`config.mk`:
```
export PLATFORM = sky130hd
export DESIGN_NAME = rmq_sqrt
export DESIGN_NICKNAME = d
export VERILOG_FILES = /design/src/design/rotation_matrix_to_quaternion_defines.svh /design/src/design/rmq_sqrt.sv
export SDC_FILE = /design/constraint.sdc
export NUM_CORES = 1
export LEC_CHECK = 0
export ABC_AREA = 0
export BUFFER_PORTS_ARGS = -buffer_cell sky130_fd_sc_hd__buf_2
export CORE_MARGIN = 1
export CORE_UTILIZATION = 64
export CTS_BUF_LIST = sky130_fd_sc_hd__clkbuf_4 sky130_fd_sc_hd__clkbuf_8
export DETAILED_ROUTE_END_ITERATION = 16
export HOLD_SLACK_MARGIN = 0.12
export PLACE_DENSITY_LB_ADDON = 0.12
export SLEW_MARGIN = 20
export SYNTH_ARGS = -nofsm -noshare
export SYNTH_HDL_FRONTEND = slang
export SYNTH_SLANG_ARGS = --single-unit
export TNS_END_PERCENT = 20
```
`constraint.sdc`:
```
create_clock -name clk -period 3 [get_ports clk]
set_clock_uncertainty 0.15 [all_clocks]
set_input_delay 0.75 -clock clk [delete_from_list [all_inputs] [get_ports clk]]
set_output_delay 0.75 -clock clk [all_outputs]
set_load 0.005 [all_outputs]
```
`src/design/rotation_matrix_to_quaternion_defines.svh`:
```
// Assertion macros for the rotation matrix to quaternion block.
// Used by the top level only; no other dependencies.
`ifndef ROTATION_MATRIX_TO_QUATERNION_DEFINES_SVH
`define ROTATION_MATRIX_TO_QUATERNION_DEFINES_SVH

// Same-cycle implication, disabled while reset is high.
`define RMQ_ASSERT_NOW(label, clk, rst, ante, cons) \
  label: assert property (@(posedge clk) disable iff (rst) (ante) |-> (cons)) \
    else $error("rotation matrix to quaternion check failed");

// Next-cycle implication, disabled while reset is high.
`define RMQ_ASSERT_NEXT(label, clk, rst, ante, cons) \
  label: assert property (@(posedge clk) disable iff (rst) (ante) |=> (cons)) \
    else $error("rotation matrix to quaternion check failed");

`endif

```
`src/design/rmq_sqrt.sv`:
```
// Pipelined integer square root, one root bit per stage, with a sideband.
// Depends on nothing but the clock enable given by its user.
`default_nettype none

module rmq_sqrt #(
  parameter int VW     = 32,
  parameter int SIDE_W = 54
) (
  input  logic              clk,
  input  logic              rst,
  input  logic              en,
  input  logic              in_valid,
  input  logic [VW-1:0]     in_v,
  input  logic [SIDE_W-1:0] in_side,
  output logic              out_valid,
  output logic [VW/2-1:0]   out_root,
  output logic [SIDE_W-1:0] out_side
);

  localparam int SW  = VW / 2;
  localparam int RMW = SW + 3;

  logic              vld  [SW];
  logic [SW-1:0]     root [SW];
  logic [SIDE_W-1:0] side [SW];
  logic [RMW-1:0]    rem  [SW-1];
  logic [VW-1:0]     vv   [SW-1];

  for (genvar g = 0; g < SW; g++) begin : g_stage
    localparam int P = SW - 1 - g;
    logic              src_vld;
    logic [SW-1:0]     src_root;
    logic [SIDE_W-1:0] src_side;
    logic [RMW-1:0]    src_rem;
    logic [VW-1:0]     src_v;
    logic [RMW-1:0]    rem_sh, trial;
    logic              ge;

    if (g == 0) begin : g_first
      assign src_vld  = in_valid;
      assign src_root = '0;
      assign src_side = in_side;
      assign src_rem  = '0;
      assign src_v    = in_v;
    end else begin : g_rest
      assign src_vld  = vld[g-1];
      assign src_root = root[g-1];
      assign src_side = side[g-1];
      assign src_rem  = rem[g-1];
      assign src_v    = vv[g-1];
    end

    assign rem_sh = {src_rem[RMW-3:0], src_v[2*P+1 -: 2]};
    assign trial  = {1'b0, src_root, 2'b01};
    assign ge     = (rem_sh >= trial);

    always_ff @(posedge clk) begin
      if (rst) begin
        vld[g] <= 1'b0;
      end else if (en) begin
        vld[g] <= src_vld;
      end
    end

    always_ff @(posedge clk) begin
      if (en) begin
        root[g] <= {src_root[SW-2:0], ge};
        side[g] <= src_side;
      end
    end

    if (g < SW - 1) begin : g_carry
      always_ff @(posedge clk) begin
        if (en) begin
          rem[g] <= ge ? rem_sh - trial : rem_sh;
          vv[g]  <= src_v;
        end
      end
    end
  end

  assign out_valid = vld[SW-1];
  assign out_root  = root[SW-1];
  assign out_side  = side[SW-1];

endmodule

`default_nettype wire

```
* Word-level counts from Yosys, hierarchy flattened
Memories as Yosys holds them, arrays and structs flattened.
Index checks and enable logic that the tools add are counted.
** Word-level totals
- Memory bits (writable) :: 1901
- Memories :: 5
- Logic and storage cells :: 89
- Bits in registers :: 0
- Output and inout port bits :: 71
** Cells by class
- Bitwise gates (word level) :: 16
- Magnitude comparators :: 16
- Add/sub/neg operators :: 15
- Muxes and demuxes :: 37
** Memory list
- side :: words 16, bits a word 54, read ports 16, clocked after memory_dff 0, write ports 16, RTL line rmq_sqrt.sv:25 : logic [SIDE_W-1:0] side [SW];
- vv :: words 15, bits a word 32, read ports 15, clocked after memory_dff 0, write ports 15, RTL line rmq_sqrt.sv:27 : logic [VW-1:0] vv [SW-1];
- rem :: words 15, bits a word 19, read ports 15, clocked after memory_dff 0, write ports 15, RTL line rmq_sqrt.sv:26 : logic [RMW-1:0] rem [SW-1];
- root :: words 16, bits a word 16, read ports 16, clocked after memory_dff 0, write ports 16, RTL line rmq_sqrt.sv:24 : logic [SW-1:0] root [SW];
- vld :: words 16, bits a word 1, read ports 16, clocked after memory_dff 0, write ports 16, RTL line rmq_sqrt.sv:23 : logic vld [SW];
** Operators by type and width (count)
- 19-bit by 18-bit greater-or-equal comparator with 1-bit output :: 15
- 19-bit two-way mux :: 15
- 19-bit by 18-bit subtractor with 19-bit output :: 14
- 1-bit two-way mux :: 22
- 1-bit OR :: 16
- 2-bit by 1-bit subtractor with 3-bit output, second input constant :: 1
- 2-bit by 1-bit greater-or-equal comparator with 1-bit output, second input constant :: 1

* Logic depth before layout (Yosys ltp)
- Word-level depth :: 4
- Gate-level depth with buffers :: 11
- Mapped depth without buffers :: 9

* Least setup slack after synthesis
No wires, ideal clock.
- Path kind :: reg2reg
- Start :: memory rem[1][104] (netlist name)
- End :: memory rem[1][116] (netlist name) (data pin)
- Buffers on the path :: 2
- Arrival time :: 2.268 ns
- Data required time :: 2.580 ns
- Setup slack :: 0.312 ns
- Stages on the path, launching flop included :: 11
- Path through :: edfxtp_1 > ha_1 > clkbuf_1 > and4_1 > and3_1 > a311o_1 > a21oi_1 > o41ai_4 > buf_2 > nor2_1 > a21oi_1
** RTL lines (RTL line)
- from (decl) :: rmq_sqrt.sv:26

==> metrics <==
status completed; CTS root buf clkbuf_8; uppermost routed layer met4; final std cells w/o fill 4892; Max-Cap Viols 0; vias 26.4k; TritonCTS clock tree built; Layout area overhead 15.8%; power per cell area about 730 nW/µm²; Setup WS post-layout 30.6 ps; crit end category register; syn avg cell area about 18 µm²; Adder-Cell Fraction of Synth Area 3.47%; Pwr Total ~46 mW; r2r worst-path depth 8; Detailed Route WL ~87000 µm; commonest non-fill, non-tap cell in the layout edfxtp_1; commonest non-fill, non-tap cells in the layout 1493 x edfxtp_1, 217 x clkbuf_8, 193 x inv_1, 159 x buf_2, 152 x ha_1; final instance area about 63000 µm²; Hold WC Path Type register to register; largest net degree at the start of global routing ~110; Core Region between 80000 and 90000 µm²; Yosys top cell area share about 82%; post-synth top area cell edfxtp_1; Met1 Wirelength approximately 33000 µm; Static Leakage 23.6 nW; fin crit share a little over nine tenths; Critical Path Fanout Max 6; final setup violation count 0; routed len/inst 17.7 µm; Die Ht roughly 290 µm; Critical Path AT ~3400 ps; HPWL Detailed about 53000 µm; startpoint of the worst hold path side[9][38]; Ys Warns 0; hold endpoint side[10][38]; Die ar. around 87000 µm²; sequential share of the synthesized area ~82%; clock-pin slew on the worst setup and hold paths 70 ps; CTS Sinks 1493; maximum VDD drop about 0.0007 V; vias in the first global route about 28k; routed wl met3 about 3300 µm; pre-CTS setup slack 26.5 ps; Fin. Hold Viols 0; Final ANT Viol Nets 0; TNS Setup 0 ps; DRC violations left 0; Req. time, crit path between 3000 and 4000 ps; # IOs 161; top cells by area, synth edfxtp_1 82%, ha_1 3.5%, xnor2_1 1.4%; total CTS buffers 217; Final Core Density ~75%; IO Port Bufs 160; Inst Count DP between 4k and 5k; WL met2 around 47000 µm; gr usage total ~20%; mux contribution to synthesized area less than 1%; WS Path Type register to register; GRT overflow 0; # rows 106; DIE WIDTH slightly below 300 µm; Starting Density between 60% and 70%; H-Tree Depth 4; CTS max path bufs 3; initial antenna violation count 1; Final #Nets ~3.8k; Syn Inst Count slightly above 3k; initial DRC count approximately 1.5k; Hold Path Stages 0; RSZ-0062 raised after global routing yes; placer congestion estimate 0.898; Max-slew headroom a little under half; crit path time final between 2000 and 3000 ps; fill count between 4k and 5k; Yosys reg bits roughly 1.5k; dpl cell area approximately 58000 µm²; CP Launch Type register; wire length of the first global-routing pass ~140000 µm; R2R Setup Slk 30 ps; Compound-Gate Fraction of Synth Area around 4.9%; EDFF count, synth roughly 1.5k; largest family of logic cells by synthesized area simple AND/OR/NAND/NOR gates; mapped cell area between 50000 and 60000 µm²; Worst R2R Start rem[1][23]; clock insertion delay at the later pin of the skew report 880 ps; Pre-antenna DRT Iters 7; worst slew pin tran 807 ps; count of pins over their slew limit 0; fmax roughly 340 MHz; Post-Syn Nets 3279; post-synth cell types a little under 80; asr flop ratio synth 0%; final hold slack around 240 ps; Worst R2R End rem[1][47]; top_reg_cell synth edfxtp_1; XOR/XNOR share of the synthesized area between 2 and 3%; post-synthesis simple-gate area fraction 4.99%; DR vias/cell between 5 and 6; fraction of layout cells with a size suffix above 1 17.9%
-- flip-flops by register name, indices dropped and copies added, names as in the netlist --
register  count
rem         237
root        136
vld          16
side        864
vv          240
-- synth_stat cells (12+ instances only) --
master / instances
a21o_1: 45
a21oi_1: 123
a31oi_1: 16
and2_1: 28
clkbuf_1: 23
edfxtp_1: 1493
ha_1: 152
inv_1: 193
mux2_2: 29
nand2_1: 141
nand2b_1: 26
nand3_1: 39
nand4_1: 15
nor2_1: 128
nor2b_1: 24
nor3_1: 54
nor4_1: 20
o211ai_1: 12
o21a_1: 34
o21ai_0: 117
or3_1: 16
xnor2_1: 87
xor2_1: 73
-- layer usage --
layer	vias up	global-route usage [%]
met2	629	38.0
met1	12800	22.4
li1	12700	-
met5	-	0
met4	0	9.44
met3	218	4.22
-- repair_timing --
action,in CTS,in global routing
gates resized for setup,0,9
endpoints found under the setup margin,0,41
endpoints found under the hold margin,132,0
buffers inserted,0,0
hold buffers,89,0
-- worst max-delay path, cell delays in order, from the launching register on --
cell and delay [ps]:
edfxtp_1 410, ha_1 400, nand4_1 190, nor3_1 610
or4_1 240, o21bai_1 160, nor2_2 100, inv_2 120
mux2_1 320
-- logic make-up after synthesis --
kind of cell,Yosys count
buffers and inverters,227
multiplexers,34
flip-flops,1493
adder cells (fa/ha/maj),152
XOR/XNOR,160
AND/OR/NAND/NOR,546
other,1
AO/OA/AOI/OAI,424
-- layout make-up --
cell class	instances	area (µm²)	share of cell area, %
Clock inverter	109	947	1.49
Multi-Input combinational cell	1317	9140	14.4
Inverter	195	732	1.15
Timing Repair Buffer	354	2850	4.48
Antenna cell	1	2.50	0.00394
Clock buffer	289	3530	5.56
Tap cell	1134	1420	2.24
Sequential cell	1493	44800	70.7
-- power breakdown --
group	internal [mW]	switching, mW
clock	8.81	7.61
combinational	1.75	2.26
sequential	24.9	0.722
total	35.5	10.6
-- worst max-delay path by stage --
| stage | start | to | slack, ps | depth (start not counted) |
|---|---|---|---|---|
| after floorplan | rem[1][104] | rem[1][116] | 310 | 10 |
| after global placement | root[1][58] | rem[1][92] | 40 | 9 |
| after detailed placement | root[0][112] | rem[1][12] | 30 | 10 |
| after CTS | root[0][112] | rem[1][12] | 20 | 10 |
| after global routing | rem[1][28] | rem[1][47] | -40 | 7 |
| final | rem[1][23] | rem[1][47] | 30 | 8 |
(Power assumes the default switching activity.)
