**config.mk**
```make
export PLATFORM = sky130hd
export DESIGN_NAME = rmq_fifo
export DESIGN_NICKNAME = d
export VERILOG_FILES = /design/src/design/rotation_matrix_to_quaternion_defines.svh /design/src/design/rmq_pkg.sv /design/src/design/rmq_fifo.sv
export SDC_FILE = /design/constraint.sdc
export NUM_CORES = 1
export LEC_CHECK = 0
export BUFFER_PORTS_ARGS = -buffer_cell sky130_fd_sc_hd__clkbuf_2
export CAP_MARGIN = 25
export CORE_ASPECT_RATIO = 0.8
export CORE_UTILIZATION = 57
export CTS_CLUSTER_DIAMETER = 80
export DETAILED_ROUTE_END_ITERATION = 16
export PLACE_DENSITY = 0.79
export SYNTH_ARGS = -nofsm -noshare
export SYNTH_HDL_FRONTEND = slang
export SYNTH_SLANG_ARGS = --single-unit
```
**constraint.sdc**
```tcl
create_clock -name clk -period 3.7 [get_ports clk]
set_input_delay 0.185 -clock clk [delete_from_list [all_inputs] [get_ports clk]]
set_output_delay 0.185 -clock clk [all_outputs]
set_load 0.01 [all_outputs]
```
**src/design/rotation_matrix_to_quaternion_defines.svh**
```systemverilog
// Assertion macros for the rotation matrix to quaternion block.
// Used by the top level only; no other dependencies.
`ifndef ROTATION_MATRIX_TO_QUATERNION_DEFINES_SVH
`define ROTATION_MATRIX_TO_QUATERNION_DEFINES_SVH

// Same-cycle implication, disabled while reset is high.
`define RMQ_ASSERT_NOW(label, clk, rst, ante, cons) \
  label: assert property (@(posedge clk) disable iff (rst) (ante) |-> (cons)) \
    else $error("rotation matrix to quaternion check failed");

// Next-cycle implication, disabled while reset is high.
`define RMQ_ASSERT_NEXT(label, clk, rst, ante, cons) \
  label: assert property (@(posedge clk) disable iff (rst) (ante) |=> (cons)) \
    else $error("rotation matrix to quaternion check failed");

`endif

```
**src/design/rmq_pkg.sv**
```systemverilog
// Shared types and constants for the rotation matrix to quaternion block.
// No dependencies; used by the front end, queue, divider and top level.
`default_nettype none

package rmq_pkg;

  localparam int DIAG_W = 18;
  localparam int DIFF_W = 17;
  localparam int QUO_W  = 17;
  localparam int NLANES = 3;

  localparam logic [QUO_W-1:0] SAT_POS_MAG = 17'd32767;
  localparam logic [QUO_W-1:0] SAT_NEG_MAG = 17'd32768;
  localparam logic signed [15:0] Q_MAX = 16'sh7fff;
  localparam logic signed [15:0] Q_MIN = 16'sh8000;

  // Which output component is taken from the square root directly.
  typedef enum logic [1:0] {SLOT_W, SLOT_X, SLOT_Y, SLOT_Z} slot_t;

  typedef struct packed {
    logic signed [15:0] m00;
    logic signed [15:0] m01;
    logic signed [15:0] m02;
    logic signed [15:0] m10;
    logic signed [15:0] m11;
    logic signed [15:0] m12;
    logic signed [15:0] m20;
    logic signed [15:0] m21;
    logic signed [15:0] m22;
  } mat_beat_t;

  typedef struct packed {
    logic signed [15:0] qw;
    logic signed [15:0] qx;
    logic signed [15:0] qy;
    logic signed [15:0] qz;
    logic               degenerate;
  } quat_beat_t;

  // A classified matrix: radicand combination, root slot and the three
  // off-diagonal terms in increasing output-slot order.
  typedef struct packed {
    logic                     degenerate;
    slot_t                    slot;
    logic signed [DIAG_W-1:0] diag;
    logic signed [DIFF_W-1:0] d0;
    logic signed [DIFF_W-1:0] d1;
    logic signed [DIFF_W-1:0] d2;
  } class_t;

  typedef struct packed {
    logic                     degenerate;
    slot_t                    slot;
    logic signed [DIFF_W-1:0] d0;
    logic signed [DIFF_W-1:0] d1;
    logic signed [DIFF_W-1:0] d2;
  } sq_side_t;

  typedef struct packed {
    logic               degenerate;
    slot_t              slot;
    logic signed [15:0] main_val;
  } div_side_t;

  typedef struct packed {
    logic full;
    logic empty;
  } q_stat_t;

endpackage

`default_nettype wire

```
**src/design/rmq_fifo.sv**
```systemverilog
// Short queue of classified matrices between the front and back ends.
// Depends on rmq_pkg.
`default_nettype none

module rmq_fifo #(
  parameter int DEPTH = 4
) (
  input  logic             clk,
  input  logic             rst,
  input  logic             push,
  input  rmq_pkg::class_t  din,
  input  logic             pop,
  output rmq_pkg::class_t  dout,
  output rmq_pkg::q_stat_t stat
);

  localparam int AW   = $clog2(DEPTH);
  localparam int CNTW = $clog2(DEPTH + 1);

  rmq_pkg::class_t ent [DEPTH];
  logic [AW-1:0]   wr_ptr, rd_ptr;
  logic [CNTW-1:0] count;

  assign dout       = ent[rd_ptr];
  assign stat.full  = (count == CNTW'(DEPTH));
  assign stat.empty = (count == '0);

  always_ff @(posedge clk) begin
    if (rst) begin
      wr_ptr <= '0;
      rd_ptr <= '0;
      count  <= '0;
    end else begin
      if (push) begin
        wr_ptr <= (wr_ptr == AW'(DEPTH - 1)) ? '0 : wr_ptr + 1'b1;
      end
      if (pop) begin
        rd_ptr <= (rd_ptr == AW'(DEPTH - 1)) ? '0 : rd_ptr + 1'b1;
      end
      if (push && !pop) begin
        count <= count + 1'b1;
      end else if (pop && !push) begin
        count <= count - 1'b1;
      end
    end
  end

  always_ff @(posedge clk) begin
    if (push) begin
      ent[wr_ptr] <= din;
    end
  end

endmodule

`default_nettype wire

```
### After elaboration in Yosys (flattened, before gate mapping)

Memory sizes are Yosys's and may differ from the RTL's. A register that Yosys moved wholly into a read port is not among the register bits.
Index checks and enable logic that the tools add are counted.

| word-level totals | value |
|---|---|
| bits in registers | 7 |
| bits in writable memories | 288 |
| input bits | 76 |
| output and inout port bits | 74 |
| memories kept | 1 |

Memory list:

| memory | words | bits a word | read ports | clocked after memory_dff | wr ports | line | text |
|---|---|---|---|---|---|---|---|
| ent | 4 | 72 | 1 | 1 | 1 | rmq_fifo.sv:20 | `rmq_pkg::class_t ent [DEPTH];` |

| operators by class | value |
|---|---|
| add/subtract/negate cells | 4 |
| eq/ne operators | 3 |
| multiplexer cells | 8 |
| reduce and logical (&&, ||, !) cells | 6 |

Operator list:

| operator | number |
|---|---|
| $mux 2 | 4 |
| $mux 3 | 2 |
| $add 2x1->2 const B | 2 |
| $eq 2x2->1 const B | 2 |
| $add 3x1->3 const B | 1 |
| $eq 3x3->1 const B | 1 |
| $logic_not 3->1 | 1 |
| $sub 3x1->3 const B | 1 |
| $logic_and 1x1->1 | 2 |
| $logic_not 1->1 | 2 |
| $mux 1 | 2 |
| $reduce_bool 2->1 | 1 |

### Logic depth before layout (Yosys ltp)

| logic depth | value |
|---|---|
| word-level depth | 4 |
| gate-level depth with buffers | 7 |

### Worst setup path before layout

Ideal clock, no wire load.

| timing | value |
|---|---|
| path type | register to register |
| start | register wr_ptr[0] |
| end | memory ent[3][0] (netlist name) (enable) |
| setup time | 438 ps |
| arrival | 2232 ps |
| data required time | 3262 ps |
| setup slack | 1030 ps |
| stages on the path, launching flop included | 3 |
| buffers on the path | 0 |
| period minus slack after synthesis | 2670 ps |
| path through | dfxtp_1 -> ha_1 -> and2_1 |

RTL lines:

| item | line | text |
|---|---|---|
| from (decl) | rmq_fifo.sv:21 | `logic [AW-1:0] wr_ptr, rd_ptr;` |
| from (signal assigned) | rmq_fifo.sv:35 | `wr_ptr <= (wr_ptr == AW'(DEPTH - 1)) ? '0 : wr_ptr + 1'b1;` |
| to (decl) | rmq_fifo.sv:20 |  |

No word-level cell before the write port.

==> metrics.json <==
{
  "grt": {
    "pin_count_of_the_biggest_net_entering_global_routing": 73,
    "grt_first_pass_wirelength_mm": 29.4,
    "global_route.overflow_total": 0,
    "vias_in_the_first_global_route": 5446,
    "antenna_found_initial": 1,
    "grt.total_usage_pct": 20.1
  },
  "setup_path": {
    "required_ps": 3510,
    "setup.worst_path.end_class": "output pin",
    "critical_path.reg2reg.startpoint": "wr_ptr[0]",
    "worst-endpoint-arrival_ps": 2330,
    "critical_path_peak_fanout": 62,
    "r2r_end": "ent[2][52]",
    "r2r_setup_slack_ps": 1920,
    "critical_path_class": "register to output pin",
    "startpoint_type": "register",
    "worst-r2r-cell-count": 4
  },
  "sta": {
    "maxSlewViolCount": 0,
    "worst_clock_skew_ps": 9.18,
    "fin_setup_tns_ps": 0,
    "fin_crit_ps": 2520,
    "maxClockFrequency_ghz": 0.397,
    "timing.hold.ws_ps": 61.8,
    "slew-limit-headroom_pct": 60.8,
    "rsz0062_at_grt": "false",
    "report.final.hold_viol_count": 0,
    "finalSetupViolations": 0,
    "worstMarginPinSlew_ps": 588,
    "timing.final.crit_share_pct": 68.1
  },
  "floorplan": {
    "start_util_pct": 59.1,
    "die_ar_um2": 19700,
    "die-width_um": 157,
    "ios": 150,
    "core_um2": 18400,
    "die-height_um": 126,
    "std_cell_rows": 44
  },
  "logic_synthesis": {
    "yosysSeqAreaShare_pct": 80.9,
    "synth_cells": 420,
    "syn-cell-area_um2": 10900,
    "average_instance_area_after_synthesis_um2": 26.0,
    "synth_net_count": 503,
    "synth_top_cells_by_area": "sky130_fd_sc_hd__edfxtp_1 79%, sky130_fd_sc_hd__mux4_2 14%, sky130_fd_sc_hd__dfxtp_1 1.7%",
    "synth_top_cell_area_share_pct": 79.3,
    "synth_top_cell_by_area": "sky130_fd_sc_hd__edfxtp_1",
    "yosys_warnings": 0,
    "synth.ff_latch_count": 297,
    "yosysUniqueCellTypes": 20
  },
  "clocking": {
    "ctsRootBufferMaster": "sky130_fd_sc_hd__clkbuf_16",
    "cts.reportedPaths.clkPinSlew_ps": 60,
    "worst_skew_pair.late_latency_ps": 520,
    "cts_max_path_buffers": 3,
    "clock_sink_count": 297,
    "cts.repair_timing.setup_buffer_count": 0,
    "cts_tree": "yes",
    "cts_made_buffers": 28,
    "clock_tree.htree_level_count": 1
  },
  "layout": {
    "final-instance-count-excl-fill": 939,
    "final_layout_size_suffix_gt1_share_pct": 40.0,
    "syn2layout_area_growth_pct": 25.0,
    "post_layout_util_pct": 73.9,
    "stdcell_area_um2": 13600,
    "layout.cells.most_common_list": "288 x sky130_fd_sc_hd__edfxtp_1, 149 x sky130_fd_sc_hd__clkbuf_2, 74 x sky130_fd_sc_hd__dlygate4sd3_1, 70 x sky130_fd_sc_hd__mux4_2, 29 x sky130_fd_sc_hd__clkbuf_16",
    "layout.nets": 746,
    "final_common_cell": "sky130_fd_sc_hd__edfxtp_1"
  },
  "worst_hold_path": {
    "worst_hold_startpoint": "push",
    "min_delay_path_depth": 3,
    "worst_hold_path.endpoint": "wr_ptr[1]",
    "worst_min_path_class": "input port to register"
  },
  "routing": {
    "ant_nets": 0,
    "routed_wl_mm": 19.3,
    "detailroute.via_count": 5133,
    "drc_errors": 0,
    "detail_route.iter0.violations": 221,
    "avgRoutedWirePerCell_um": 20.5,
    "drt-vias-per-instance": 5.47,
    "drt-pass1-iter-count": 4
  },
  "power": {
    "power.static_leakage_nw": 4.71,
    "vdd_drop_max_mv": 0.455,
    "power_per_cell_area_nw_per_um2": 549
  },
  "placed_design": {
    "finalWeightedCongestion": 0.709,
    "numPortBuffers": 149,
    "dp_hpwl_mm": 10.8,
    "dpl.cell_count": 811,
    "dpl-instance-area_um2": 11900
  },
  "outcome": {
    "outcome": "finished clean"
  },
  "flow_run": {
    "maxCapViolations": 0
  }
}
==> registers in the layout (all words and copies together), names as in the netlist, named ones only <==
signal,cells
ent,288
count,3
rd_ptr,2
wr_ptr,2
==> stage by stage <==
step | setup slack (ps) | total power, mW
2_1_floorplan | 1030 | 4.34
3_3_place_gp | 1730 | 4.55
3_5_place_dp | 1670 | 4.59
4_1_cts | 1090 | 7.54
5_1_grt | 1010 | 7.71
6_report | 1180 | 7.48
==> kinds of logic after synthesis <==
group | count (synthesis) | synth area share, %
DFF | 297 | 80.9
muxes | 76 | 15.3
buffers and inverters | 20 | 1.88
and+or+nand+nor | 15 | 0.711
adders and majority gates | 7 | 0.872
AOI/OAI and AO/OA | 3 | 0.138
xor gates and xnor gates | 2 | 0.161
==> metal layers <==
layer | global-route usage (%) | wire (µm)
met5 | 0 | 0
met1 | 27.0 | 7910
met3 | 3.99 | 1200
met4 | 4.73 | 374
met2 | 34.5 | 9770
==> cell type report <==
class / count / area, µm²
sequential: 297 / 8840
fill: 1043 / 4810
multi-input combinational: 103 / 1880
timing repair buffer: 229 / 1620
clock buffer: 35 / 768
tap: 253 / 317
clock inverter: 17 / 188
inverter: 4 / 15.0
antenna: 1 / 2.50
==> worst max-delay path, cell delays in order, from the launching register on <==
cell	delay, ps
sky130_fd_sc_hd__dfxtp_4	490
sky130_fd_sc_hd__buf_12	460
sky130_fd_sc_hd__mux4_1	650
sky130_fd_sc_hd__clkbuf_2	160
==> power breakdown <==
part           internal [mW]  switching [mW]  leakage, nW
clock network           1.75            1.15        0.465
registers               3.85          0.0475         2.72
logic                  0.335           0.349         1.53
total                   5.93            1.55         4.71
==> cells in the mapped netlist <==
| library cell | number |
|---|---|
| sky130_fd_sc_hd__mux2i_1 | 4 |
| sky130_fd_sc_hd__dfxtp_1 | 9 |
| sky130_fd_sc_hd__a21oi_1 | 2 |
| sky130_fd_sc_hd__inv_1 | 4 |
| sky130_fd_sc_hd__buf_6 | 1 |
| sky130_fd_sc_hd__nor3_1 | 1 |
| sky130_fd_sc_hd__mux4_2 | 70 |
| sky130_fd_sc_hd__fa_1 | 1 |
| sky130_fd_sc_hd__nor2_1 | 7 |
| sky130_fd_sc_hd__and2_1 | 4 |
| sky130_fd_sc_hd__o21ai_0 | 1 |
| sky130_fd_sc_hd__buf_12 | 7 |
| sky130_fd_sc_hd__ha_1 | 6 |
| sky130_fd_sc_hd__edfxtp_1 | 288 |
| sky130_fd_sc_hd__nor3b_1 | 2 |
| sky130_fd_sc_hd__mux4_1 | 2 |
| sky130_fd_sc_hd__buf_2 | 7 |
| sky130_fd_sc_hd__clkbuf_1 | 1 |
| sky130_fd_sc_hd__or3_1 | 1 |
| sky130_fd_sc_hd__xor2_1 | 2 |
==> worst max path at each step <==
| stage | end | startpoint | cells after the start | slack, ps |
|---|---|---|---|---|
| finish | dout[63] | register | 3 | 1180 |
| global route | dout[63] | register | 3 | 1010 |
| CTS | dout[63] | register | 3 | 1090 |
| detailed placement | dout[63] | register | 3 | 1670 |
| global placement | dout[63] | register | 3 | 1730 |
| floorplan | ent[3][0] | wr_ptr[0] | 2 | 1030 |
==> timing repair <==
action / CTS / global route
hold buffers: 74 / 0
resized for setup: 0 / 0
hold endpoints to repair: 297 / 0
Power figures use the tool's default switching activity.
