===== config.mk =====
export PLATFORM = sky130hd
export DESIGN_NAME = rmq_div
export DESIGN_NICKNAME = d
export VERILOG_FILES = /design/src/design/rotation_matrix_to_quaternion_defines.svh /design/src/design/rmq_pkg.sv /design/src/design/rmq_div.sv
export SDC_FILE = /design/constraint.sdc
export NUM_CORES = 2
export LEC_CHECK = 0
export BUFFER_PORTS_ARGS = -buffer_cell sky130_fd_sc_hd__buf_2
export CORE_MARGIN = 4
export CORE_UTILIZATION = 58
export DETAILED_ROUTE_END_ITERATION = 12
export PLACE_DENSITY = 0.79
export SETUP_SLACK_MARGIN = 0.02
export SLEW_MARGIN = 40
export SYNTH_ARGS = -nofsm -noshare
export SYNTH_HDL_FRONTEND = slang
export SYNTH_MEMORY_MAX_BITS = 65536
export SYNTH_SLANG_ARGS = --single-unit

===== constraint.sdc =====
create_clock -name clk -period 5.09 [get_ports clk]
set_input_delay 1.018 -clock clk [delete_from_list [all_inputs] [get_ports clk]]
set_output_delay 1.018 -clock clk [all_outputs]
set_load 0.1 [all_outputs]

===== src/design/rotation_matrix_to_quaternion_defines.svh =====
// Assertion macros for the rotation matrix to quaternion block.
// Used by the top level only; no other dependencies.
`ifndef ROTATION_MATRIX_TO_QUATERNION_DEFINES_SVH
`define ROTATION_MATRIX_TO_QUATERNION_DEFINES_SVH

// Same-cycle implication, disabled while reset is high.
`define RMQ_ASSERT_NOW(label, clk, rst, ante, cons) \
  label: assert property (@(posedge clk) disable iff (rst) (ante) |-> (cons)) \
    else $error("rotation matrix to quaternion check failed");

// Next-cycle implication, disabled while reset is high.
`define RMQ_ASSERT_NEXT(label, clk, rst, ante, cons) \
  label: assert property (@(posedge clk) disable iff (rst) (ante) |=> (cons)) \
    else $error("rotation matrix to quaternion check failed");

`endif


===== src/design/rmq_pkg.sv =====
// Shared types and constants for the rotation matrix to quaternion block.
// No dependencies; used by the front end, queue, divider and top level.
`default_nettype none

package rmq_pkg;

  localparam int DIAG_W = 18;
  localparam int DIFF_W = 17;
  localparam int QUO_W  = 17;
  localparam int NLANES = 3;

  localparam logic [QUO_W-1:0] SAT_POS_MAG = 17'd32767;
  localparam logic [QUO_W-1:0] SAT_NEG_MAG = 17'd32768;
  localparam logic signed [15:0] Q_MAX = 16'sh7fff;
  localparam logic signed [15:0] Q_MIN = 16'sh8000;

  // Which output component is taken from the square root directly.
  typedef enum logic [1:0] {SLOT_W, SLOT_X, SLOT_Y, SLOT_Z} slot_t;

  typedef struct packed {
    logic signed [15:0] m00;
    logic signed [15:0] m01;
    logic signed [15:0] m02;
    logic signed [15:0] m10;
    logic signed [15:0] m11;
    logic signed [15:0] m12;
    logic signed [15:0] m20;
    logic signed [15:0] m21;
    logic signed [15:0] m22;
  } mat_beat_t;

  typedef struct packed {
    logic signed [15:0] qw;
    logic signed [15:0] qx;
    logic signed [15:0] qy;
    logic signed [15:0] qz;
    logic               degenerate;
  } quat_beat_t;

  // A classified matrix: radicand combination, root slot and the three
  // off-diagonal terms in increasing output-slot order.
  typedef struct packed {
    logic                     degenerate;
    slot_t                    slot;
    logic signed [DIAG_W-1:0] diag;
    logic signed [DIFF_W-1:0] d0;
    logic signed [DIFF_W-1:0] d1;
    logic signed [DIFF_W-1:0] d2;
  } class_t;

  typedef struct packed {
    logic                     degenerate;
    slot_t                    slot;
    logic signed [DIFF_W-1:0] d0;
    logic signed [DIFF_W-1:0] d1;
    logic signed [DIFF_W-1:0] d2;
  } sq_side_t;

  typedef struct packed {
    logic               degenerate;
    slot_t              slot;
    logic signed [15:0] main_val;
  } div_side_t;

  typedef struct packed {
    logic full;
    logic empty;
  } q_stat_t;

endpackage

`default_nettype wire


===== src/design/rmq_div.sv =====
// Three-lane pipelined rounding divider with saturation to 16 bits.
// Depends on rmq_pkg.
`default_nettype none

module rmq_div #(
  parameter int FRAC_BITS = 14,
  parameter int SW        = 16,
  parameter int SIDE_W    = 19
) (
  input  logic                                         clk,
  input  logic                                         rst,
  input  logic                                         en,
  input  logic                                         in_valid,
  input  logic [SW-1:0]                                in_root,
  input  logic [rmq_pkg::NLANES-1:0][rmq_pkg::DIFF_W-1:0] in_d,
  input  logic [SIDE_W-1:0]                            in_side,
  output logic                                         out_valid,
  output logic [rmq_pkg::NLANES-1:0][15:0]             out_q,
  output logic [SIDE_W-1:0]                            out_side
);

  localparam int DW  = rmq_pkg::DIFF_W;
  localparam int QW  = rmq_pkg::QUO_W;
  localparam int NL  = rmq_pkg::NLANES;
  localparam int NST = QW + 1;
  localparam int NA  = DW + FRAC_BITS;
  localparam int NB  = SW + 1 + QW;
  localparam int CW  = ((NA > NB) ? NA : NB) + 1;

  logic              vld   [NST];
  logic [SIDE_W-1:0] side  [NST];
  logic [QW-1:0]     quo   [NST][NL];
  logic              neg   [NST][NL];
  logic              ovf   [NST][NL];
  logic [CW-1:0]     rem   [NST-1][NL];
  logic [CW-1:0]     den_r [NST-1][NL];

  // Entry stage: numerator (|d| << F) + root, denominator 2 * root.
  for (genvar l = 0; l < NL; l++) begin : g_entry
    logic [DW-1:0] mag;
    logic [CW-1:0] num, den, lim;

    assign mag = in_d[l][DW-1] ? (~in_d[l] + 1'b1) : in_d[l];
    assign num = (CW'(mag) << FRAC_BITS) + CW'(in_root);
    assign den = CW'(in_root) << 1;
    assign lim = den << QW;

    always_ff @(posedge clk) begin
      if (en) begin
        rem[0][l]   <= num;
        den_r[0][l] <= den;
        quo[0][l]   <= '0;
        neg[0][l]   <= in_d[l][DW-1];
        ovf[0][l]   <= (num >= lim);
      end
    end
  end

  always_ff @(posedge clk) begin
    if (rst) begin
      vld[0] <= 1'b0;
    end else if (en) begin
      vld[0] <= in_valid;
    end
  end

  always_ff @(posedge clk) begin
    if (en) begin
      side[0] <= in_side;
    end
  end

  // One quotient bit per stage, most significant first.
  for (genvar s = 1; s < NST; s++) begin : g_stage
    localparam int B = QW - s;

    always_ff @(posedge clk) begin
      if (rst) begin
        vld[s] <= 1'b0;
      end else if (en) begin
        vld[s] <= vld[s-1];
      end
    end

    always_ff @(posedge clk) begin
      if (en) begin
        side[s] <= side[s-1];
      end
    end

    for (genvar l = 0; l < NL; l++) begin : g_lane
      logic [CW-1:0] dsh;
      logic          ge;

      assign dsh = den_r[s-1][l] << B;
      assign ge  = (rem[s-1][l] >= dsh);

      always_ff @(posedge clk) begin
        if (en) begin
          quo[s][l] <= quo[s-1][l] | (QW'(ge) << B);
          neg[s][l] <= neg[s-1][l];
          ovf[s][l] <= ovf[s-1][l];
        end
      end

      if (s < NST - 1) begin : g_carry
        always_ff @(posedge clk) begin
          if (en) begin
            rem[s][l]   <= ge ? rem[s-1][l] - dsh : rem[s-1][l];
            den_r[s][l] <= den_r[s-1][l];
          end
        end
      end
    end
  end

  for (genvar l = 0; l < NL; l++) begin : g_sat
    logic [QW-1:0] q, nq;

    assign q  = quo[NST-1][l];
    assign nq = ~q + 1'b1;
    assign out_q[l] = neg[NST-1][l] ?
        ((ovf[NST-1][l] || q > rmq_pkg::SAT_NEG_MAG) ? rmq_pkg::Q_MIN : nq[15:0]) :
        ((ovf[NST-1][l] || q > rmq_pkg::SAT_POS_MAG) ? rmq_pkg::Q_MAX : q[15:0]);
  end

  assign out_valid = vld[NST-1];
  assign out_side  = side[NST-1];

endmodule

`default_nettype wire


Word-level counts from Yosys, hierarchy flattened --
Memories as Yosys holds them, arrays and structs flattened. Index checks and enable logic that the tools add are counted.
Cells by class: add/subtract/negate cells 57, $lt $le $gt $ge 60, multiplexer cells 84, bitwise logic cells 75, reduce and logical (&&, ||, !) cells 6
Operators by type and width (number):
- greater-or-equal comparator 35 bit | 51
- two-way mux 35 bit | 48
- subtractor 35 bit | 48
- two-way mux 16 bit | 9
- greater-or-equal comparator 32 x 34 -> 1 bit | 3
- adder 31 x 16 -> 32 bit | 3
- adder 17 x 1 -> 17 bit (second input constant) | 3
- greater-than comparator 17 x 15 -> 1 bit (second input constant) | 3
- greater-than comparator 17 x 16 -> 1 bit (second input constant) | 3
- two-way mux 17 bit | 3
- inverter 17 bit | 3
- OR 17 x 1 -> 17 bit | 3
- OR 17 x 10 -> 17 bit | 3
- OR 17 x 11 -> 17 bit | 3
- OR 17 x 12 -> 17 bit | 3
- OR 17 x 13 -> 17 bit | 3
- OR 17 x 14 -> 17 bit | 3
- OR 17 x 15 -> 17 bit | 3
- OR 17 x 16 -> 17 bit | 3
- OR 17 bit | 3
- OR 17 x 2 -> 17 bit | 3
- OR 17 x 3 -> 17 bit | 3
- OR 17 x 4 -> 17 bit | 3
- OR 17 x 5 -> 17 bit | 3
- other kinds (9) | 66
Word-level totals: register bits 0, memory bits (writable) 4956, bits of input ports 90, memories 7
Memories:
- den_r | words 17, bits a word 105, read ports 17, clocked after Yosys merged registers in 0, write ports 17, line rmq_div.sv:36 | logic [CW-1:0] den_r [NST-1][NL];
- rem | words 17, bits a word 105, read ports 17, clocked after Yosys merged registers in 0, write ports 17, line rmq_div.sv:35 | logic [CW-1:0] rem [NST-1][NL];
- quo | words 18, bits a word 51, read ports 18, clocked after Yosys merged registers in 0, write ports 18, line rmq_div.sv:32 | logic [QW-1:0] quo [NST][NL];
- side | words 18, bits a word 19, read ports 18, clocked after Yosys merged registers in 0, write ports 18, line rmq_div.sv:31 | logic [SIDE_W-1:0] side [NST];
- neg | words 18, bits a word 3, read ports 18, clocked after Yosys merged registers in 0, write ports 18, line rmq_div.sv:33 | logic neg [NST][NL];
- ovf | words 18, bits a word 3, read ports 18, clocked after Yosys merged registers in 0, write ports 18, line rmq_div.sv:34 | logic ovf [NST][NL];
- 1 more memories

Longest topological paths before layout --
depth after elaboration 5, mapped depth 22, gate-level depth less buffers 22

Worst setup path after synthesis --
Ideal clock, no wire load.
kind register -> output, from memory quo[17][35] in the netlist's numbering, to output out_q[11] in the netlist's numbering, data arrival time 5.844 ns, required time 4.072 ns, path slack -1.772 ns, stages on the path, launching flop included 11, cells stage by stage edfxtp_1 > inv_1 > ha_1 > nor3b_1 > nand4_1 > or3_1 > or3_1 > o21ai_1 > nand3_1 > clkbuf_1 > o311ai_0
RTL lines:
- start: declaration | line rmq_div.sv:32
- end: declaration | line rmq_div.sv:18 | output logic [rmq_pkg::NLANES-1:0][15:0] out_q,

==> flow_summary.ini <==
[clocking]
clock_tree.htree_level_count = 5
cts.reportedPaths.clkPinSlew_ns = 0.06
clk-insertion-delay-late_ns = 0.93
cts_buffers = 282
cts_root_buffer = clkbuf_16
hold_fix_buffers_cts = 0
tritoncts = done
clock_sinks = 2495
clock_tree.buffer_depth = 4

[die]
boundaryPins = 158
design.die.area_um2 = 239100
die_w_um = 489.0
starting_density_of_the_core = 0.5830
placement_rows = 176
core_area_um2 = 230100
die_height_um = 489.0

[worst_setup_path]
r2r_slack_ns = 0.61
critical-path-max-stage-delay_ns = 0.44
critical_path.reg2reg.startpoint = rem[5][71]
critPathCaptureType = output pin
critPathArrivalTime_ns = 4.11
critical_path.slowest_cell = edfxtp_1
worst_r2r_endpoint = rem[6][56]
critPathMostFrequentCell = or3_4
startpoint_type = flop
worst-r2r-cell-count = 11
required_ns = 4.07
worstPathCellList = or3_4, or3_4, or3_4, or3_4, or3_4, or3_4, nor3_2, xnor2_1, o21a_1, buf_12
crit_type = flop to output pin
worstPathMaxFanout = 4

[placed_design]
detailedPlacementHpwl_mm = 276.6
place.gp.congestion = 0.9528
placement.io_buffers = 157
preCtsSetupSlack_ns = -0.2417

[min_path]
min_to = side[0][17]
hold_path.startpoint = in_side[17]
min_path_cells = 1
hold_path_class = input port to flop

[global_route]
gr-total-overflow = 0
antenna_found_initial = 8
grt_first_pass_wirelength_mm = 544.5
grt_start_max_net_pins = 173
grt_util_overall = 0.2986
first_global_vias = 91557

[yosys]
synth_largest_type_area_fraction = 0.5584
synth-main-ff-cell = edfxtp_1
ys_types = 96
synth-async-reset-ratio = 0
yosysWarningCount = 0
synth.yosys.seq_area_share = 0.5584
synth_enable_flop_cells = 2495
synth_largest_area_cell = edfxtp_1
synth.ff_latch_count = 2495
netlist_top_cells_area = edfxtp_1 56%, ha_1 7.9%, xnor2_1 3.5%
syn_inst = 11519
synthesis.area_per_instance_um2 = 11.65
synth_area_um2 = 134200

[routing]
num_vias = 93217
routed_wirelength_mm = 364.4
routedWlPerCell_um = 23.94
route.detailed.vias_per_inst = 6.124
post_detailed_route_count_of_antenna_violating_nets = 0
drt_first_pass_iters = 6
remaining_drc_errors = 0
drt_iter0_markers = 7768

[timing]
rsz0062_at_grt = true
report.final.hold_viol_count = 0
setup_violations = 1
achievable-frequency_mhz = 194.9
layout_setup_ws_ns = -0.04022
ratio_of_final_minimum_period_to_clock_period = 1.008
worstMarginPinSlew_ns = 1.026
final.min_clock_period_ns = 5.130
finalMaxSlewViolations = 0
relSlewSlack = 0.3154
skew_ns = 0.09548

[layout]
regArea_um2 = 74920
final_net_count = 12979
mostFrequentLayoutCell = edfxtp_1
postLayoutCoreUtil = 0.6522
layout-drive-gt1-share = 0.09244
flow.area_growth_from_synthesis_pct = 11.86
most_used_cells_in_the_layout_excluding_fill_and_tap_cells = 2,495 x edfxtp_1, 1,040 x nand2_1, 867 x o21ai_0, 840 x ha_1, 708 x nor2_1
num-fill-cells = 17021
multi_input_comb_area_um2 = 57050

[outcome]
outcome = finished, violations left
violated_checks = setup timing

[power]
power.density_nw_per_um2 = 517.3
irDropWorstVdd_mv = 0.3797
leakagePower_nw = 55.93

[run]
cap_viol_max_count = 0
-- where the power goes --
part           switching, mW  internal (mW)
clock                   8.15           11.6
sequential              3.47           28.6
combinational           15.1           10.7
total                   26.7           50.9
-- Yosys cell counts (all sizes together), types with 45 or more instances --
master,instances
fa,51
or3,116
nand2b,199
nand3,183
xor2,519
nor3,331
nand3b,45
o21bai,58
ha,843
nor2b,174
nor4,179
nand2,1047
mux2,115
clkbuf,185
o211ai,45
o21ai,887
a31oi,71
or2,55
o21a,144
nand4,148
a21oi,635
o31ai,121
a211oi,72
and2,50
xnor2,531
a21o,267
nor2,708
or4,78
inv,569
edfxtp,2495
-- state kept, by name (all words and copies together), names as in the netlist --
register and cells:
rem 1456, quo 459, side 342, den_r 112
neg 54, ovf 54, vld 18
-- worst max-delay path by stage --
stage                     depth (start not counted)         from  slack [ns]         to
after floorplan                                  10  quo[17][35]       -0.65  out_q[11]
after global placement                           23     in_d[34]       -0.31  ovf[0][0]
after detailed placement                         22     in_d[35]       -0.24  ovf[0][0]
after CTS                                        10  quo[17][34]       -0.07  out_q[15]
after global routing                             10   quo[17][1]       -0.17  out_q[47]
final                                            10   quo[17][1]       -0.04  out_q[47]
-- stage by stage --
stage	TNS, ns	area [um^2]	power, mW	hold slack [ns]	std cells
finish	-0.04022	150100	77.64	0.2628	15222
global route	-0.5612	150100	81.75	0.2148	15219
CTS	-0.1101	149300	77.52	0.2034	15194
detailed placement	-0.3562	140000	57.41	0.4045	14695
global placement	-0.3673	140000	56.71	0.4003	14695
floorplan	-16.42	134200	49.60	0.4003	11524
-- cell families after synthesis --
logic type      count (synthesis)  synth area share
xor+xnor                     1050           0.06854
mux                           147           0.01204
fa+ha+maj                     894           0.08622
flops                        2495            0.5584
other cells                     1        0.00002795
compound gates               2668            0.1239
buf+inv                       781           0.02200
simple gates                 3483            0.1289
-- layer usage --
layer / share of wire / global-route usage / up-vias
met2: 0.49 / 0.5188 / 3337
met3: 0.053 / 0.03836 / 906
li1: - / - / 44081
met5: 0.000019 / 0 / -
met4: 0.063 / 0.1612 / 2
met1: 0.39 / 0.3630 / 44891
-- worst max-delay path, delay by kind of cell (launching register included) --
family / cells / cell delay (ns)
and+or+nand+nor: 7 / 2.24
buffers and inverters: 1 / 0.19
AOI/OAI and AO/OA: 1 / 0.19
xor gates and xnor gates: 1 / 0.14
DFF: 1 / 0.44
-- final cells by class --
cell class              instances  share of cell area
inverters                     571             0.01428
flip-flops and latches       2495              0.4992
multi-input cells            8250              0.3802
clock inverters               154             0.01044
repair buffers                395             0.02203
well taps                    3026             0.02523
diodes                          4          0.00006670
clock buffers                 327             0.04857
-- timing repair --
| item | in CTS | in global routing |
|---|---|---|
| pin swaps | 4 | 13 |
| gates cloned | 0 | 2 |
| endpoints found under the setup margin | 44 | 46 |
| endpoints found under the hold margin | 0 | 0 |
| gates resized for setup | 83 | 109 |
| setup buffers | 18 | 20 |
Power figures use the tool's default switching activity.
