<file path="src/design/rotation_matrix_to_quaternion_defines.svh">
// Assertion macros for the rotation matrix to quaternion block.
// Used by the top level only; no other dependencies.
`ifndef ROTATION_MATRIX_TO_QUATERNION_DEFINES_SVH
`define ROTATION_MATRIX_TO_QUATERNION_DEFINES_SVH

// Same-cycle implication, disabled while reset is high.
`define RMQ_ASSERT_NOW(label, clk, rst, ante, cons) \
  label: assert property (@(posedge clk) disable iff (rst) (ante) |-> (cons)) \
    else $error("rotation matrix to quaternion check failed");

// Next-cycle implication, disabled while reset is high.
`define RMQ_ASSERT_NEXT(label, clk, rst, ante, cons) \
  label: assert property (@(posedge clk) disable iff (rst) (ante) |=> (cons)) \
    else $error("rotation matrix to quaternion check failed");

`endif

</file>
<file path="src/design/rmq_pkg.sv">
// Shared types and constants for the rotation matrix to quaternion block.
// No dependencies; used by the front end, queue, divider and top level.
`default_nettype none

package rmq_pkg;

  localparam int DIAG_W = 18;
  localparam int DIFF_W = 17;
  localparam int QUO_W  = 17;
  localparam int NLANES = 3;

  localparam logic [QUO_W-1:0] SAT_POS_MAG = 17'd32767;
  localparam logic [QUO_W-1:0] SAT_NEG_MAG = 17'd32768;
  localparam logic signed [15:0] Q_MAX = 16'sh7fff;
  localparam logic signed [15:0] Q_MIN = 16'sh8000;

  // Which output component is taken from the square root directly.
  typedef enum logic [1:0] {SLOT_W, SLOT_X, SLOT_Y, SLOT_Z} slot_t;

  typedef struct packed {
    logic signed [15:0] m00;
    logic signed [15:0] m01;
    logic signed [15:0] m02;
    logic signed [15:0] m10;
    logic signed [15:0] m11;
    logic signed [15:0] m12;
    logic signed [15:0] m20;
    logic signed [15:0] m21;
    logic signed [15:0] m22;
  } mat_beat_t;

  typedef struct packed {
    logic signed [15:0] qw;
    logic signed [15:0] qx;
    logic signed [15:0] qy;
    logic signed [15:0] qz;
    logic               degenerate;
  } quat_beat_t;

  // A classified matrix: radicand combination, root slot and the three
  // off-diagonal terms in increasing output-slot order.
  typedef struct packed {
    logic                     degenerate;
    slot_t                    slot;
    logic signed [DIAG_W-1:0] diag;
    logic signed [DIFF_W-1:0] d0;
    logic signed [DIFF_W-1:0] d1;
    logic signed [DIFF_W-1:0] d2;
  } class_t;

  typedef struct packed {
    logic                     degenerate;
    slot_t                    slot;
    logic signed [DIFF_W-1:0] d0;
    logic signed [DIFF_W-1:0] d1;
    logic signed [DIFF_W-1:0] d2;
  } sq_side_t;

  typedef struct packed {
    logic               degenerate;
    slot_t              slot;
    logic signed [15:0] main_val;
  } div_side_t;

  typedef struct packed {
    logic full;
    logic empty;
  } q_stat_t;

endpackage

`default_nettype wire

</file>
<file path="src/design/rmq_front.sv">
// Front end: classifies one matrix into radicand, root slot and numerators.
// Depends on rmq_pkg.
`default_nettype none

module rmq_front #(
  parameter int FRAC_BITS = 14
) (
  input  rmq_pkg::mat_beat_t mat,
  output rmq_pkg::class_t    cls
);

  localparam int DW = rmq_pkg::DIAG_W;
  localparam int FW = rmq_pkg::DIFF_W;
  localparam int RW = ((FRAC_BITS > DW - 1) ? FRAC_BITS : DW - 1) + 2;
  localparam logic signed [RW-1:0] ONE_R = {{(RW-1){1'b0}}, 1'b1} << FRAC_BITS;

  logic signed [DW-1:0] a00, a11, a22, tr;
  logic signed [RW-1:0] rad;
  rmq_pkg::slot_t       pick;

  always_comb begin
    a00 = DW'(mat.m00);
    a11 = DW'(mat.m11);
    a22 = DW'(mat.m22);
    tr  = a00 + a11 + a22;

    // Largest diagonal entry; only a strictly greater one displaces it.
    pick = rmq_pkg::SLOT_X;
    if (mat.m11 > mat.m00) begin
      pick = rmq_pkg::SLOT_Y;
    end
    if (mat.m22 > ((pick == rmq_pkg::SLOT_Y) ? mat.m11 : mat.m00)) begin
      pick = rmq_pkg::SLOT_Z;
    end

    if (tr > 0) begin
      cls.slot = rmq_pkg::SLOT_W;
      cls.diag = tr;
      cls.d0   = FW'(mat.m21) - FW'(mat.m12);
      cls.d1   = FW'(mat.m02) - FW'(mat.m20);
      cls.d2   = FW'(mat.m10) - FW'(mat.m01);
    end else begin
      cls.slot = pick;
      unique case (pick)
        rmq_pkg::SLOT_Y: begin
          cls.diag = a11 - a22 - a00;
          cls.d0   = FW'(mat.m02) - FW'(mat.m20);
          cls.d1   = FW'(mat.m01) + FW'(mat.m10);
          cls.d2   = FW'(mat.m21) + FW'(mat.m12);
        end
        rmq_pkg::SLOT_Z: begin
          cls.diag = a22 - a00 - a11;
          cls.d0   = FW'(mat.m10) - FW'(mat.m01);
          cls.d1   = FW'(mat.m02) + FW'(mat.m20);
          cls.d2   = FW'(mat.m12) + FW'(mat.m21);
        end
        default: begin
          cls.diag = a00 - a11 - a22;
          cls.d0   = FW'(mat.m21) - FW'(mat.m12);
          cls.d1   = FW'(mat.m10) + FW'(mat.m01);
          cls.d2   = FW'(mat.m20) + FW'(mat.m02);
        end
      endcase
    end

    rad            = RW'(cls.diag) + ONE_R;
    cls.degenerate = (rad <= 0);
  end

endmodule

`default_nettype wire

</file>
<file path="config.mk">
export PLATFORM = sky130hd
export DESIGN_NAME = rmq_front
export DESIGN_NICKNAME = d
export VERILOG_FILES = /design/src/design/rotation_matrix_to_quaternion_defines.svh /design/src/design/rmq_pkg.sv /design/src/design/rmq_front.sv
export SDC_FILE = /design/constraint.sdc
export NUM_CORES = 1
export LEC_CHECK = 0
export BUFFER_PORTS_ARGS = -buffer_cell sky130_fd_sc_hd__buf_2
export CORE_MARGIN = 4
export CORE_UTILIZATION = 25
export DETAILED_ROUTE_END_ITERATION = 8
export SYNTH_ARGS = -nofsm -noshare
export SYNTH_HDL_FRONTEND = slang
export SYNTH_SLANG_ARGS = --single-unit
</file>
<file path="constraint.sdc">
create_clock -name vclk -period 11.2
set_clock_uncertainty 0.2 [all_clocks]
set_input_delay 2.8 -clock vclk [all_inputs]
set_output_delay 2.8 -clock vclk [all_outputs]
set_load 0.005 [all_outputs]
</file>
After elaboration in Yosys (flattened, before gate mapping)
Index checks and enable logic that the tools add are counted.
W data, S select, Z words.
{"block": "classes", "n_mux": 5, "n_lt_le_gt_ge": 4, "n_eq_ne": 3, "add_sub_neg": 15}
{"cell": "$pmux W69 S2", "n": 1}
{"cell": "$sub A16 B16 Y17", "n": 6}
{"cell": "$mux W71", "n": 1}
{"cell": "$add A16 B16 Y17", "n": 4}
{"cell": "$sub A17 B16 Y18", "n": 3}
{"cell": "$gt A16 B16 Y1", "n": 2}
{"cell": "$add A18 B16 Y19 const B", "n": 1}
{"cell": "$le A19 B1 Y1 const B", "n": 1}
{"cell": "$add A17 B16 Y18", "n": 1}
{"cell": "$gt A18 B1 Y1 const B", "n": 1}
{"cell": "$mux W16", "n": 1}
{"cell": "$eq A2 B2 Y1 const B", "n": 3}
{"cell": "$mux W2", "n": 2}
{"block": "totals", "ff_bits": 0, "output_inout_bits": 72}

Longest topological paths before layout
Gate-level depths: netlist of run 1.
{"block": "logic_depth", "ltp_word": 11, "mapped_depth": 25, "mapped_depth_nobuf": 20}

Worst setup path after synthesis of run 1
OpenSTA, ideal clock, no wires.
{"block": "synth_timing", "path_type": "input to output", "from": "in mat[71] (netlist bit)", "to": "out cls[71] (netlist bit)", "setup_slack_ps": 650, "stages": 23, "arrival_time_ps": 7550, "path_cell_list": "inv_1 ha_1 nor4_1 nand4_1 o2bb2a_1 o31ai_4 clkbuf_1 buf_1 buf_1 nor2_1 a21oi_1 ha_1 a211o_1 o211ai_1 a21oi_1 o31ai_1 nand2_1 a211oi_1 a32oi_1 or4_1 o31ai_1 nand4b_1 a31oi_1"}
{"item": "from (decl)", "line_no": "rmq_front.sv:8", "source": "input rmq_pkg::mat_beat_t mat,"}
{"item": "to (decl)", "line_no": "rmq_front.sv:9", "source": "output rmq_pkg::class_t cls"}

==> results.cfg, run 1 <==
[worst_setup_path]
path_class = input pin to primary output
worstSetupPathDepth = 25
max_stage_delay_ps = 460
crit_family = compound AO/OA/AOI/OAI gates
slowest_stage = or4_1
cp_num_buf_inv = 6
cp_max_fo = 25
crit_required_ps = 8200
worstSetupStartpointType = input pin
crit_path_end_kind = primary output
arrival_ps = 7770

[flow_run]
max_cap_viol_count = 0

[placed_design]
place_ws_ps = 359.1
place.gp.congestion = 0.9280
dp_hpwl_mm = 38.45
numPortBuffers = 216

[global_route]
antenna_found_initial = 2
first_global_vias = 12010
gr-total-overflow = 0
grt_max_degree = 68
grt_pass1_wl_mm = 67.03
track_usage = 0.1677

[finish]
regArea_um2 = 0
drive_above_1_share = 0.1759
multi_input_area_um2 = 10590
clockBufferCount = 0
num-nets-final = 2209
design.seq.count = 0
fillers = 4935
area_growth_pct = 18.53

[synthesis]
syn_area_per_cell_um2 = 7.335
yosys-top-cells-count = ha_1 (213), inv_1 (173), nor2_1 (146), a21oi_1 (145), nand2_1 (97)
synth_cells = 1558
synth_warnings = 0
syn_area_um2 = 11430
yosys.area.top_type = ha_1
ys_top_cells_by_area = ha_1 (23%), fa_1 (12%), xnor2_1 (6.6%)
yosysSeqAreaShare = 0
syn-num-nets = 1986
yosysUniqueCellTypes = 82
synthMostInstantiatedCell = ha_1
netlist.area_leader.share = 0.2332

[sta]
finalSetupViolCount = 0
finalSetupTns_ps = 0
slew_violations = 0
min_period_ps = 10770
rsz0062_at_grt = false
worst_pin_slew_ps = 789.0
max_freq_mhz = 92.83
hold_viol = 0
post-route-period-util = 0.9618
slew_headroom = 0.4604
layout_setup_ws_ps = 427.8

[outcome]
status = finished, final reports clean

[hold_path]
min_path_type = input pin to primary output
hold_depth = 4

[drt]
drt-wirelength-per-cell_um = 18.49
via_per_inst = 5.055
vias = 12040
drtIter0Drc = 724
firstDrtPassIters = 5
ant_nets = 0
wl_mm = 44.02
drc_errors = 0

[floorplanning]
die_y_um = 221.8
initial_utilization = 0.2524
core_area_um2 = 45280
rows = 78
die_w_um = 221.8
dieArea_um2 = 49200
num_io_pins = 216

[cts]
post_cts_buffers = 0
cts_resized = 0
cts_hold_buf = 0

[power_and_ir_drop]
power.density_nw_per_um2 = 109.8
irDropWorstVdd_mv = 0.04495
power_leakage_nw = 6.474
==> stage by stage <==
stage / cell area, um^2 / power (mW) / hold slack (ps) / util / std cells
global placement: 13530 / 1.472 / 5876 / 0.2988 / 2379
CTS: 13530 / 1.490 / 5874 / 0.2988 / 2379
detailed placement: 13530 / 1.479 / 5875 / 0.2988 / 2379
finish: 13550 / 1.487 / 5865 / 0.2992 / 2381
global route: 13540 / 1.633 / 5901 / 0.2990 / 2379
floorplan: 11430 / 0.9017 / 5588 / - / 1558
==> final timing paths <==
check	from	endpoint	slack (ps)
max	mat[65]	cls[71]	430
min	mat[48]	cls[34]	5870
==> worst min-delay path: cells and delay by family <==
kind,cells,cell delay [ps]
adder cells (fa/ha/maj),1,150
AO/OA/AOI/OAI,1,80
buffers and inverters,2,230
==> where the power goes <==
group	internal (mW)	switching (mW)
combinational	0.619	0.868
sequential	0	0
clock	0.0000000239	0
total	0.619	0.868
==> cell families after synthesis <==
| kind of cell | share of synthesized area |
|---|---|
| compound gates | 0.2728 |
| xor+xnor | 0.09120 |
| fa+ha+maj | 0.3576 |
| buf+inv | 0.07587 |
| mux | 0.02004 |
| simple gates | 0.1825 |
==> cell type report <==
| cell class | instances | share of cell area |
|---|---|---|
| timing repair buffer | 272 | 0.1145 |
| tap | 600 | 0.05542 |
| inverter | 174 | 0.04821 |
| multi-input combinational | 1333 | 0.7815 |
| antenna | 2 | 0.0003694 |
==> per-layer routing <==
layer | global-route usage | wire length, um
met2 | 0.3170 | 22160
met1 | 0.2083 | 18430
met4 | 0.02021 | 642
met5 | 0 | 0
met3 | 0.02198 | 2789
==> cell usage in the layout (no fill, tap or decap), types with 7 or more instances in the layout <==
master	Yosys	routed
a31o_2	8	8
mux2_2	7	7
a221oi_1	11	11
o31ai_1	18	18
and3_1	10	10
o21ai_0	84	84
buf_2	6	216
fa_1	71	71
nor4_1	8	7
nor2_1	146	146
inv_1	173	173
a21o_1	24	24
a31oi_1	9	9
mux2i_1	15	15
and2_1	7	7
nand2b_1	28	28
o211ai_1	10	10
xor2_1	33	33
xnor2_1	86	86
or3_1	15	15
nor2b_1	22	22
o22ai_1	19	19
nand2_1	97	96
ha_1	213	213
nor3_1	46	46
nand3_1	19	19
o21a_1	22	22
a22oi_1	12	12
a21oi_1	145	145
or2_2	11	11
a211oi_1	23	22
o21bai_1	9	9
buf_4	2	52
o41ai_1	10	10
(Power assumes the default switching activity.)
==> run 2: changes to the inputs <==
--- a/config.mk
+++ b/config.mk
@@ -11,2 +11,3 @@
 export DETAILED_ROUTE_END_ITERATION = 8
+export MAX_ROUTING_LAYER = met4
 export SYNTH_ARGS = -nofsm -noshare
@@ -14 +15,2 @@
 export SYNTH_SLANG_ARGS = --single-unit
+export TNS_END_PERCENT = 5
--- a/constraint.sdc
+++ b/constraint.sdc
@@ -4,2 +4,2 @@
 set_output_delay 2.8 -clock vclk [all_outputs]
-set_load 0.005 [all_outputs]
+set_load 0.02 [all_outputs]
==> results.cfg, run 2 (same netlist as run 1, synthesis figures left out) <==
[outcome]
status = finished, final reports clean

[worst_setup_path]
arrival_ps = 7840
worstSetupStartpointType = input pin
worstSetupPathDepth = 19
slowest_stage = a2111oi_0
crit_path_end_kind = primary output
max_stage_delay_ps = 800
cp_max_fo = 26
cp_num_buf_inv = 5
path_class = input pin to primary output
crit_chain = buf_2, buf_4, fa_1, ha_1, inv_1, fa_1, nor2b_4, o211a_1, o311ai_0, o2111ai_1, a2111oi_0, and4bb_1, a41o_1, buf_4, nand2_1, o22ai_1, a32oi_1, o21ai_0, buf_2
crit_required_ps = 8200
crit_family = compound AO/OA/AOI/OAI gates

[finish]
clockBufferCount = 0
final_cell_mix = buf_2 (216), ha_1 (213), inv_1 (173)
num-nets-final = 2217
drive_above_1_share = 0.1796
regArea_um2 = 0
mostFrequentLayoutCell = buf_2
finalNonFillerCells = 2389
area_growth_pct = 18.96
final_cell_area_um2 = 13600
design.seq.count = 0

[drt]
vias = 12000
wl_mm = 43.85
via_per_inst = 5.022
drt-wirelength-per-cell_um = 18.35
firstDrtPassIters = 7
drtIter0Drc = 767
ant_nets = 0
drc_errors = 0

[floorplanning]
dieArea_um2 = 49200
rows = 78
die_w_um = 221.8
num_io_pins = 216
core_area_um2 = 45280
die_y_um = 221.8
initial_utilization = 0.2524

[power_and_ir_drop]
power_leakage_nw = 6.508
swShare = 0.6189
p_int_mw = 0.6185
irDropWorstVdd_mv = 0.08103
p_comb_frac = 1.000
power_switching_mw = 1.004
p_clk_frac = 0
p_seq_frac = 0
power.density_nw_per_um2 = 119.4

[placed_design]
place.gp.congestion = 0.9544
numPortBuffers = 216
place_inst = 2387
dp_hpwl_mm = 38.46
placed_cell_area_um2 = 13580

[global_route]
first_global_vias = 12090
grt_pass1_wl_mm = 66.90
gr-total-overflow = 0
grt_max_degree = 72
track_usage = 0.1731
antenna_found_initial = 2

[hold_path]
hold_depth = 4
min_path_type = input pin to primary output

[sta]
rsz0062_at_grt = false
finalSetupViolCount = 0
worst_pin_slew_ps = 865.6
hold_viol = 0
finalSetupTns_ps = 0
slew_violations = 0
slew_headroom = 0.4080
min_period_ps = 10840
post-route-period-util = 0.9682
max_freq_mhz = 92.22

[cts]
cts_hold_buf = 0
cts_resized = 0
post_cts_buffers = 0

[flow_run]
max_cap_viol_count = 0
-- run 2: cell types whose count changed in the layout (fill, tap and decap cells not counted) --
cell,delta
a211oi_1,+1
nor4_1,-1
nor4_2,+1
buf_12,-1
buf_4,+9
a211oi_2,-1
-- run 2: worst paths after layout --
check     from  endpoint  slack (ps)
min    mat[48]   cls[34]        5960
max    mat[65]   cls[19]         360
-- run 2: stage by stage --
step | hold slack [ps] | utilization | setup WS [ps] | power [mW]
after global placement | 5973 | 0.2998 | 493.1 | 1.606
after CTS | 5965 | 0.2998 | 377.6 | 1.626
after floorplan | 5676 | - | 431.3 | 1.038
after detailed placement | 5963 | 0.2998 | 450.0 | 1.615
final | 5961 | 0.3002 | 356.2 | 1.623
after global routing | 5986 | 0.3002 | 32.06 | 1.769
-- run 2: area by class of cell --
cell class	count	area, um^2
Inverter	174	653.1
Timing Repair Buffer	280	1599
Antenna cell	2	5.005
Tap cell	600	750.7
Fill cell	4886	31690
Multi-Input combinational cell	1333	10590
-- run 2: power groups by stage --
| stage | Clock [mW] | Combinational, mW | Sequential [mW] |
|---|---|---|---|
| finish | 0.0000000239 | 1.62 | 0 |
| global route | 0.0000000239 | 1.77 | 0 |
| CTS | 0 | 1.63 | 0 |
| detailed placement | 0 | 1.62 | 0 |
| global placement | 0 | 1.61 | 0 |
| floorplan | 0 | 1.04 | 0 |
-- run 2: metal layers --
layer  global-route usage  routed length (um)  vias up
li1                     -                   -     5925
met1               0.2080               18490     5678
met4              0.02201                 722        0
met3              0.01867                2425       33
met5                    -                   0        -
met2               0.3207               22220      362
==> run 3: changes to the inputs <==
Settings changed: REMOVE_ABC_BUFFERS set to 1.
==> results.cfg, run 3 (same netlist as run 1, synthesis figures left out) <==
[finish]
mostFrequentLayoutCell = buf_2
fillers = 4938
final_cell_mix = buf_2 (216), ha_1 (213), inv_1 (173)
regArea_um2 = 0
drive_above_1_share = 0.1660
clockBufferCount = 0
design.seq.count = 0
area_growth_pct = 17.11
num-nets-final = 2183
final_cell_area_um2 = 13380

[placed_design]
placed_cell_area_um2 = 13350
dp_hpwl_mm = 36.71
numPortBuffers = 216
place.gp.congestion = 0.9366

[floorplanning]
dieArea_um2 = 49200
num_io_pins = 216
rows = 78
die_w_um = 221.8
core_area_um2 = 45280
initial_utilization = 0.2524
die_y_um = 221.8

[hold_path]
min_path_type = input pin to primary output

[worst_setup_path]
worstSetupStartpointType = input pin
arrival_ps = 7820
cp_max_fo = 13
crit_path_end_kind = primary output
path_class = input pin to primary output
crit_required_ps = 8200

[sta]
post-route-period-util = 0.9665
hold_viol = 0
slew_violations = 0
max_freq_mhz = 92.38
finalSetupTns_ps = 0
worst_pin_slew_ps = 977.6
rsz0062_at_grt = false
finalSetupViolCount = 0
slew_headroom = 0.3391
min_period_ps = 10820

[power_and_ir_drop]
power_leakage_nw = 6.352
irDropWorstVdd_mv = 0.06282
power.density_nw_per_um2 = 116.5

[outcome]
status = finished, final reports clean

[global_route]
first_global_vias = 11910
track_usage = 0.1666
antenna_found_initial = 4
gr-total-overflow = 0
grt_pass1_wl_mm = 65.49
grt_max_degree = 83

[flow_run]
max_cap_viol_count = 0

[drt]
vias = 11690
drc_errors = 0
wl_mm = 41.83
drtIter0Drc = 834
firstDrtPassIters = 5
drt-wirelength-per-cell_um = 17.75
ant_nets = 0
via_per_inst = 4.960
[run 3: power breakdown]
part,internal [mW],switching [mW]
Combinational,0.591,0.968
Clock,0.0000000478,0
Sequential,0,0
Total,0.591,0.968
[run 3: timing repair]
item                       in CTS  in global routing
setup endpoints to repair       0                  1
buffers inserted                0                  0
gates resized for setup         0                  4
hold buffers                    0                  0
[run 3: final cells by class]
class	count	area (um^2)	area share
inverters	174	653.1	0.04880
well taps	600	750.7	0.05609
multi-input cells	1333	10600	0.7921
diodes	4	10.01	0.0007479
repair buffers	246	1369	0.1023
[run 3: per-layer routing]
metal	part of all wire	wire length [um]	global-route usage	up-vias
met5	0	0	-	-
met4	0.0034	144	0.006403	0
met3	0.035	1477	0.005164	6
met2	0.50	20720	0.3025	294
met1	0.47	19490	0.2190	5525
li1	-	-	-	5865
[run 3: worst paths after layout]
kind | startpoint | to | cells after the start | slack, ps
worst max-delay path | mat[71] | cls[71] | 23 | 380
worst min-delay path | mat[112] | cls[17] | 4 | 5920
[run 3: worst max-delay path: stages]
cell and delay, ps:
buf_2 140, inv_1 120, ha_1 340, nor4_2 390
nand4_1 170, o2bb2a_1 370, o31ai_4 100, buf_4 250
a21oi_1 90, ha_1 300, nand4_1 230, nor4_2 320
nor2b_1 80, a21oi_1 220, nand2_2 130, buf_4 200
mux2i_1 190, nand2_1 100, or4_1 470, o31ai_1 230
nand4b_1 190, a31oi_1 210, buf_2 190
[run 3: per-stage QoR]
step                setup WS, ps  std cells  total power, mW  utilization  hold slack, ps
finish                     375.5       2357            1.559       0.2956            5919
detailed placement         251.1       2353            1.552       0.2948            5928
global route               11.96       2357            1.709       0.2956            5973
floorplan                 -534.4       1507            1.022            -            5676
CTS                        223.0       2353            1.562       0.2948            5937
global placement           347.5       2353            1.546       0.2948            5939
